File: src/hw/rtl/ptwt_pkg.sv
// ----------------------------------------------------------------------------
// ptwt_pkg: shared definitions of the page table walker
// Operation, status and size codes, memory geometry, controller states, the
// command and status groups between controller and datapath, and helpers.
// ----------------------------------------------------------------------------
`default_nettype none

package ptwt_pkg;

   // Geometry of the local table memory
   localparam int TABLE_COUNT       = 8;
   localparam int ENTRIES_PER_TABLE = 512;
   localparam int MEM_WORDS         = TABLE_COUNT * ENTRIES_PER_TABLE;
   localparam int MEM_AW            = $clog2(MEM_WORDS);

   // Field widths
   localparam int OP_W   = 2;
   localparam int VA_W   = 48;
   localparam int WIDX_W = 12;
   localparam int WORD_W = 64;
   localparam int PA_W   = 52;
   localparam int SIZE_W = 2;
   localparam int STAT_W = 2;
   localparam int ROOT_W = 3;
   localparam int IDX_W  = 9;
   localparam int TBL_W  = 40;   // page number field, bits 51:12 of an entry
   localparam int LVL_W  = 2;

   // Entry bits
   localparam int BIT_PRESENT = 0;
   localparam int BIT_HUGE    = 7;

   // Operation codes
   localparam logic [OP_W-1:0] OP_WRITE     = 2'd0;
   localparam logic [OP_W-1:0] OP_TRANSLATE = 2'd1;
   localparam logic [OP_W-1:0] OP_UNMAP     = 2'd2;

   // Status codes
   localparam logic [STAT_W-1:0] STAT_OK          = 2'd0;
   localparam logic [STAT_W-1:0] STAT_NOT_PRESENT = 2'd1;
   localparam logic [STAT_W-1:0] STAT_HUGE        = 2'd2;
   localparam logic [STAT_W-1:0] STAT_OUTSIDE     = 2'd3;

   // Page size codes
   localparam logic [SIZE_W-1:0] SIZE_4K = 2'd0;
   localparam logic [SIZE_W-1:0] SIZE_2M = 2'd1;
   localparam logic [SIZE_W-1:0] SIZE_1G = 2'd2;

   // Walk levels
   localparam logic [LVL_W-1:0] LVL_ROOT = 2'd0;
   localparam logic [LVL_W-1:0] LVL_PDPT = 2'd1;
   localparam logic [LVL_W-1:0] LVL_DIR  = 2'd2;
   localparam logic [LVL_W-1:0] LVL_LEAF = 2'd3;

   typedef logic [MEM_AW-1:0] mem_addr_type;

   typedef enum logic [2:0] {
      CS_CLEAR,
      CS_IDLE,
      CS_WALK,
      CS_UNMAP,
      CS_DONE
   } ctl_state_type;

   // Controller to datapath
   typedef struct packed {
      logic clear_step;   // zero one memory word of the clearing pass
      logic accept;       // take the input beat
      logic walk_step;    // evaluate the entry just read
      logic clear_leaf;   // zero the 4KB leaf found by an unmap
      logic load_rsp;     // move the result into the output register
   } dp_cmd_type;

   // Datapath to controller
   typedef struct packed {
      logic clear_last;   // clearing pass at its final word
      logic start_walk;   // input beat is a walk with the root in the window
      logic walk_end;     // entry just read finishes the walk
      logic leaf_clear;   // finished walk is an unmap of a present 4KB leaf
      logic rsp_free;     // output register can take a result
   } dp_status_type;

   // Word position of entry idx in local table tbl
   function automatic mem_addr_type table_addr(logic [TBL_W-1:0] tbl,
                                               logic [IDX_W-1:0] idx);
      logic [TBL_W+IDX_W-1:0] full;
      full = {tbl, idx};
      return full[MEM_AW-1:0];
   endfunction

   // Nine index bits of the virtual address for one level
   function automatic logic [IDX_W-1:0] va_index(logic [VA_W-1:0] va,
                                                 logic [LVL_W-1:0] lvl);
      logic [IDX_W-1:0] idx;
      unique case (lvl)
         LVL_ROOT: idx = va[47:39];
         LVL_PDPT: idx = va[38:30];
         LVL_DIR:  idx = va[29:21];
         default:  idx = va[20:12];
      endcase
      return idx;
   endfunction

   // Physical address of a leaf entry
   function automatic logic [PA_W-1:0] leaf_address(logic [WORD_W-1:0] e,
                                                    logic [SIZE_W-1:0] size,
                                                    logic [VA_W-1:0] va);
      logic [PA_W-1:0] pa;
      priority if (size == SIZE_1G) begin
         pa = {e[51:30], va[29:0]};
      end else if (size == SIZE_2M) begin
         pa = {e[51:21], va[20:0]};
      end else begin
         pa = {e[51:12], va[11:0]};
      end
      return pa;
   endfunction

endpackage

`default_nettype wire

File: src/hw/rtl/ptwt_ctrl.sv
// ----------------------------------------------------------------------------
// ptwt_ctrl: sequencer of the page table walker
// Runs the clearing pass after reset, takes input beats, steps the walk one
// level a cycle, schedules the unmap write-back and hands results out.
// ----------------------------------------------------------------------------
`default_nettype none

module ptwt_ctrl (
   input  wire                     clock,
   input  wire                     reset,
   input  wire                     req_valid,
   output logic                    req_stall,
   output ptwt_pkg::dp_cmd_type    cmd,
   input  ptwt_pkg::dp_status_type stat
);
   import ptwt_pkg::*;

   ctl_state_type state_ff;
   ctl_state_type state_in;

   // State register
   always_ff @(posedge clock) begin
      if (reset) begin
         state_ff <= CS_CLEAR;
      end else begin
         state_ff <= state_in;
      end
   end

   // Next state and commands
   always_comb begin
      state_in  = state_ff;
      cmd       = '0;
      req_stall = 1'b1;
      unique case (state_ff)
         CS_CLEAR: begin
            cmd.clear_step = 1'b1;
            if (stat.clear_last) begin
               state_in = CS_IDLE;
            end
         end
         CS_IDLE: begin
            req_stall = 1'b0;
            if (req_valid) begin
               cmd.accept = 1'b1;
               state_in   = stat.start_walk ? CS_WALK : CS_DONE;
            end
         end
         CS_WALK: begin
            cmd.walk_step = 1'b1;
            if (stat.walk_end) begin
               state_in = stat.leaf_clear ? CS_UNMAP : CS_DONE;
            end
         end
         CS_UNMAP: begin
            cmd.clear_leaf = 1'b1;
            state_in       = CS_DONE;
         end
         CS_DONE: begin
            if (stat.rsp_free) begin
               cmd.load_rsp = 1'b1;
               state_in     = CS_IDLE;
            end
         end
         default: begin
            state_in = CS_CLEAR;
         end
      endcase
   end

endmodule

`default_nettype wire

File: config.mk
export PLATFORM = sky130hd
export DESIGN_NAME = ptwt_ctrl
export DESIGN_NICKNAME = d
export VERILOG_FILES = /design/src/hw/rtl/ptwt_pkg.sv /design/src/hw/rtl/ptwt_ctrl.sv
export SDC_FILE = /design/constraint.sdc
export NUM_CORES = 1
export LEC_CHECK = 0
export BUFFER_PORTS_ARGS = -buffer_cell sky130_fd_sc_hd__buf_4
export CELL_PAD_IN_SITES_DETAIL_PLACEMENT = 1
export CELL_PAD_IN_SITES_GLOBAL_PLACEMENT = 1
export CORE_AREA = 2 2 39 41
export CTS_CLUSTER_SIZE = 20
export DETAILED_ROUTE_END_ITERATION = 6
export DIE_AREA = 0 0 41 43
export GPL_TIMING_DRIVEN = 0
export PLACE_DENSITY_LB_ADDON = 0.1
export SLEW_MARGIN = 40
export SYNTH_ARGS = -nofsm -noshare
export SYNTH_HDL_FRONTEND = slang
export SYNTH_SLANG_ARGS = --single-unit
File: constraint.sdc
create_clock -name clock -period 1.8 [get_ports clock]
set_input_delay 0.27 -clock clock [delete_from_list [all_inputs] [get_ports clock]]
set_output_delay 0.27 -clock clock [all_outputs]
set_load 0.01 [all_outputs]
==> impl_results.md <==
* Status: finished clean
* # IOs at 14
* Setup crit start: state_ff[2]$_SDFFE_PP0P_
* DP HPWL at roughly 560 µm
* Worst Setup Path Type: flop to primary output
* DR top layer: met3
* Tmin final at 1.544 ns
* Ys Warns at 0
* CTS root buffer: clkbuf_4
* Area grow syn2layout at 55.02%
* Port bufs at 13
* Final Skew at around 0.0024 ns
* Seq cells post-synth at 3
* Later-pin clock latency in the skew report at 0.23 ns
* Final worst path period share at 85.80%
* Final std cells w/o fill at 66
* CP Max Fanout at 9
* Post-synthesis cell count at 33
* Mapped Nets at 41
* Setup TNS at 0 ns
* Critical Path Sink: cmd[3]
* Die height at approximately 43 µm
* Top flop regs: state_ff: 3 flops
* Fill cells at between 150 and 200
* Ant diodes at 0
* Total global routing overflow at 0
* LEAKAGE at 0.0001794 µW
* Pins Over Slew Limit at 0
* Die area at around 1800 µm²
* Worst-path clk slew at ~0.04 ns
* PD cells at about 890 nW/µm²
* Routed wire per std cell at 11.00 µm
* CTS tree: built
* Met2 wire len at around 340 µm
* Row cnt at 14
* Total Wirelength at around 730 µm
* Post-synthesis sequential area ratio at 22.97%
* DRT Pass-1 Iters at 2
* Final ANT Viol Nets at 0
* Synthesized cell area at about 260 µm²
* Routed length on met3 at ~34 µm
* CTS Sinks at 3
* Hold slack at 0.2628 ns
* Initial Utilization at a little under a fifth
* Setup crit start kind: flop
* Finish-stage setup viols at 0
* Cell Area, Placed at about 380 µm²
* Maxcap violations at 0
* Req. time, crit path at ~1.5 ns
* Vias in the first global route at ~300
* Num CTS Buffers at 3
* RePlAce Congestion at a little under 0.7
* Largest net degree at the start of global routing at 11
* Clock buffer depth at 2
* FF-to-FF setup slack at 0.49 ns
* Worst Hold Class: input port to flop
* Setup Fix Bufs, Post-CTS at 0
* Worst-margin pin slew at ~0.26 ns
* Max-Slew Margin vs Limit at between 80% and 90%
* Met1 wire length at 352 µm
* GRT Total Usage at between 10% and 20%
* Post-route cell area at 405.4 µm²
* IR Drop Worst-Case VDD at roughly 0.16 mV
* RSZ-0062 raised after global routing: no
* First-pass GRT wire length at around 1300 µm
* Fmax achieved at 647.5 MHz
* Unique cell type count in the Yosys netlist at 20
* Setup crit end kind: primary output
* Net count, final at a little under 60
* Die Width at about 40 µm
* Core Region at roughly 1400 µm²
* Crit path arrival time at around 1.3 ns
* R2r worst-path depth at 4
* Initial drt markers at 8
* DRC Markers at 0
* Max reg flops at 3
* Layout cell share with drive strength beyond 1 at around 46%
* R2R Path Start: state_ff[2]$_SDFFE_PP0P_
* Reg with most FFs: state_ff
* Via count at ~290
* Final hold vios at 0
* Commonest cells after routing, fill and taps aside: buf_4 (14), nor2_1 (4), nand2_1 (3), clkbuf_4 (3), dfxtp_1 (3)
* Via density at 4.364
* Dpl cells at between 60 and 70
* Post-cts resize count at 0
* Htree depth at 1
* Cts hold-fix bufs at 0
* Initial antenna violation count at 0
* Capturing point of the worst reg2reg path: state_ff[0]$_SDFFE_PP0P_
* Syn Area/Cell at between 7 and 8 µm²
* Commonest non-fill, non-tap cell in the layout: buf_4
==> layout make-up <==
cell class                 count  area [µm²]  area share (%)
tap                           16       20.02           4.938
inverter                       2       7.507           1.852
multi-input combinational     25       163.9           40.43
clock buffer                   4       26.28           6.481
sequential                     3       60.06           14.81
buffer                         3       30.03           7.407
timing repair buffer          13       97.59           24.07
==> routing by layer <==
| metal | GRT usage, % | vias to the layer above |
|---|---|---|
| met2 | 13.13 | 9 |
| met3 | 1.571 | 0 |
| met4 | 6.000 | 0 |
| li1 | - | 151 |
| met5 | 0 | - |
| met1 | 15.97 | 128 |
==> through the flow <==
| step | power [µW] | util [%] | setup WS [ns] |
|---|---|---|---|
| after floorplan | 184.3 | - | 0.5207 |
| after global placement | 242.7 | 27.40 | 0.5043 |
| after detailed placement | 245.9 | 27.40 | 0.4916 |
| after CTS | 363.9 | 29.29 | 0.2456 |
| after global routing | 397.2 | 29.29 | 0.1993 |
| final | 360.5 | 29.29 | 0.2557 |
==> worst max-delay path, stage by stage, from the launching register on <==
cell	delay [ns]
dfxtp_1	0.30
buf_6	0.13
or3b_4	0.40
nor2_1	0.09
buf_4	0.12
==> worst min path at each step <==
stage | to | from | cells after the start | slack [ns]
finish | state_ff[2]$_SDFFE_PP0P_ | stat[0] | 2 | 0.26
floorplan | state_ff[0]$_SDFFE_PP0P_ | reset | 1 | 0.37
global route | state_ff[2]$_SDFFE_PP0P_ | stat[0] | 2 | 0.27
CTS | state_ff[2]$_SDFFE_PP0P_ | stat[0] | 2 | 0.26
detailed placement | state_ff[2]$_SDFFE_PP0P_ | stat[0] | 2 | 0.50
global placement | state_ff[2]$_SDFFE_PP0P_ | stat[0] | 2 | 0.50
==> power breakdown <==
group          internal [µW]  switching, µW
logic                   88.2           75.2
registers               76.9           4.48
clock network           83.0           32.8
==> logic make-up (layout without fill, tap and decap cells) <==
logic type             Yosys count  after routing  share of synthesized area (%)
DFF                              3              3                          22.97
buffers and inverters            5             22                          14.36
AOI/OAI and AO/OA                6              6                          17.22
muxes                            2              2                          8.612
and+or+nand+nor                 17             17                          36.84
==> cell usage after synthesis, drive strengths merged <==
cell | number | area (µm²)
dfxtp | 3 | 60.06
o41ai | 1 | 8.760
nand2b | 2 | 12.51
nand2 | 3 | 11.26
nor3b | 2 | 15.01
and3 | 1 | 7.510
buf | 3 | 30.03
o221ai | 1 | 8.760
inv | 2 | 7.510
a21oi | 1 | 5.000
or3 | 1 | 6.260
or3b | 1 | 11.26
nor2 | 4 | 15.01
o32ai | 1 | 8.760
o21ai | 1 | 5.000
a2bb2oi | 1 | 8.760
and2b | 1 | 7.510
mux2 | 2 | 22.52
nor3 | 2 | 10.01
No activity file was read; power rests on OpenSTA's default activity.
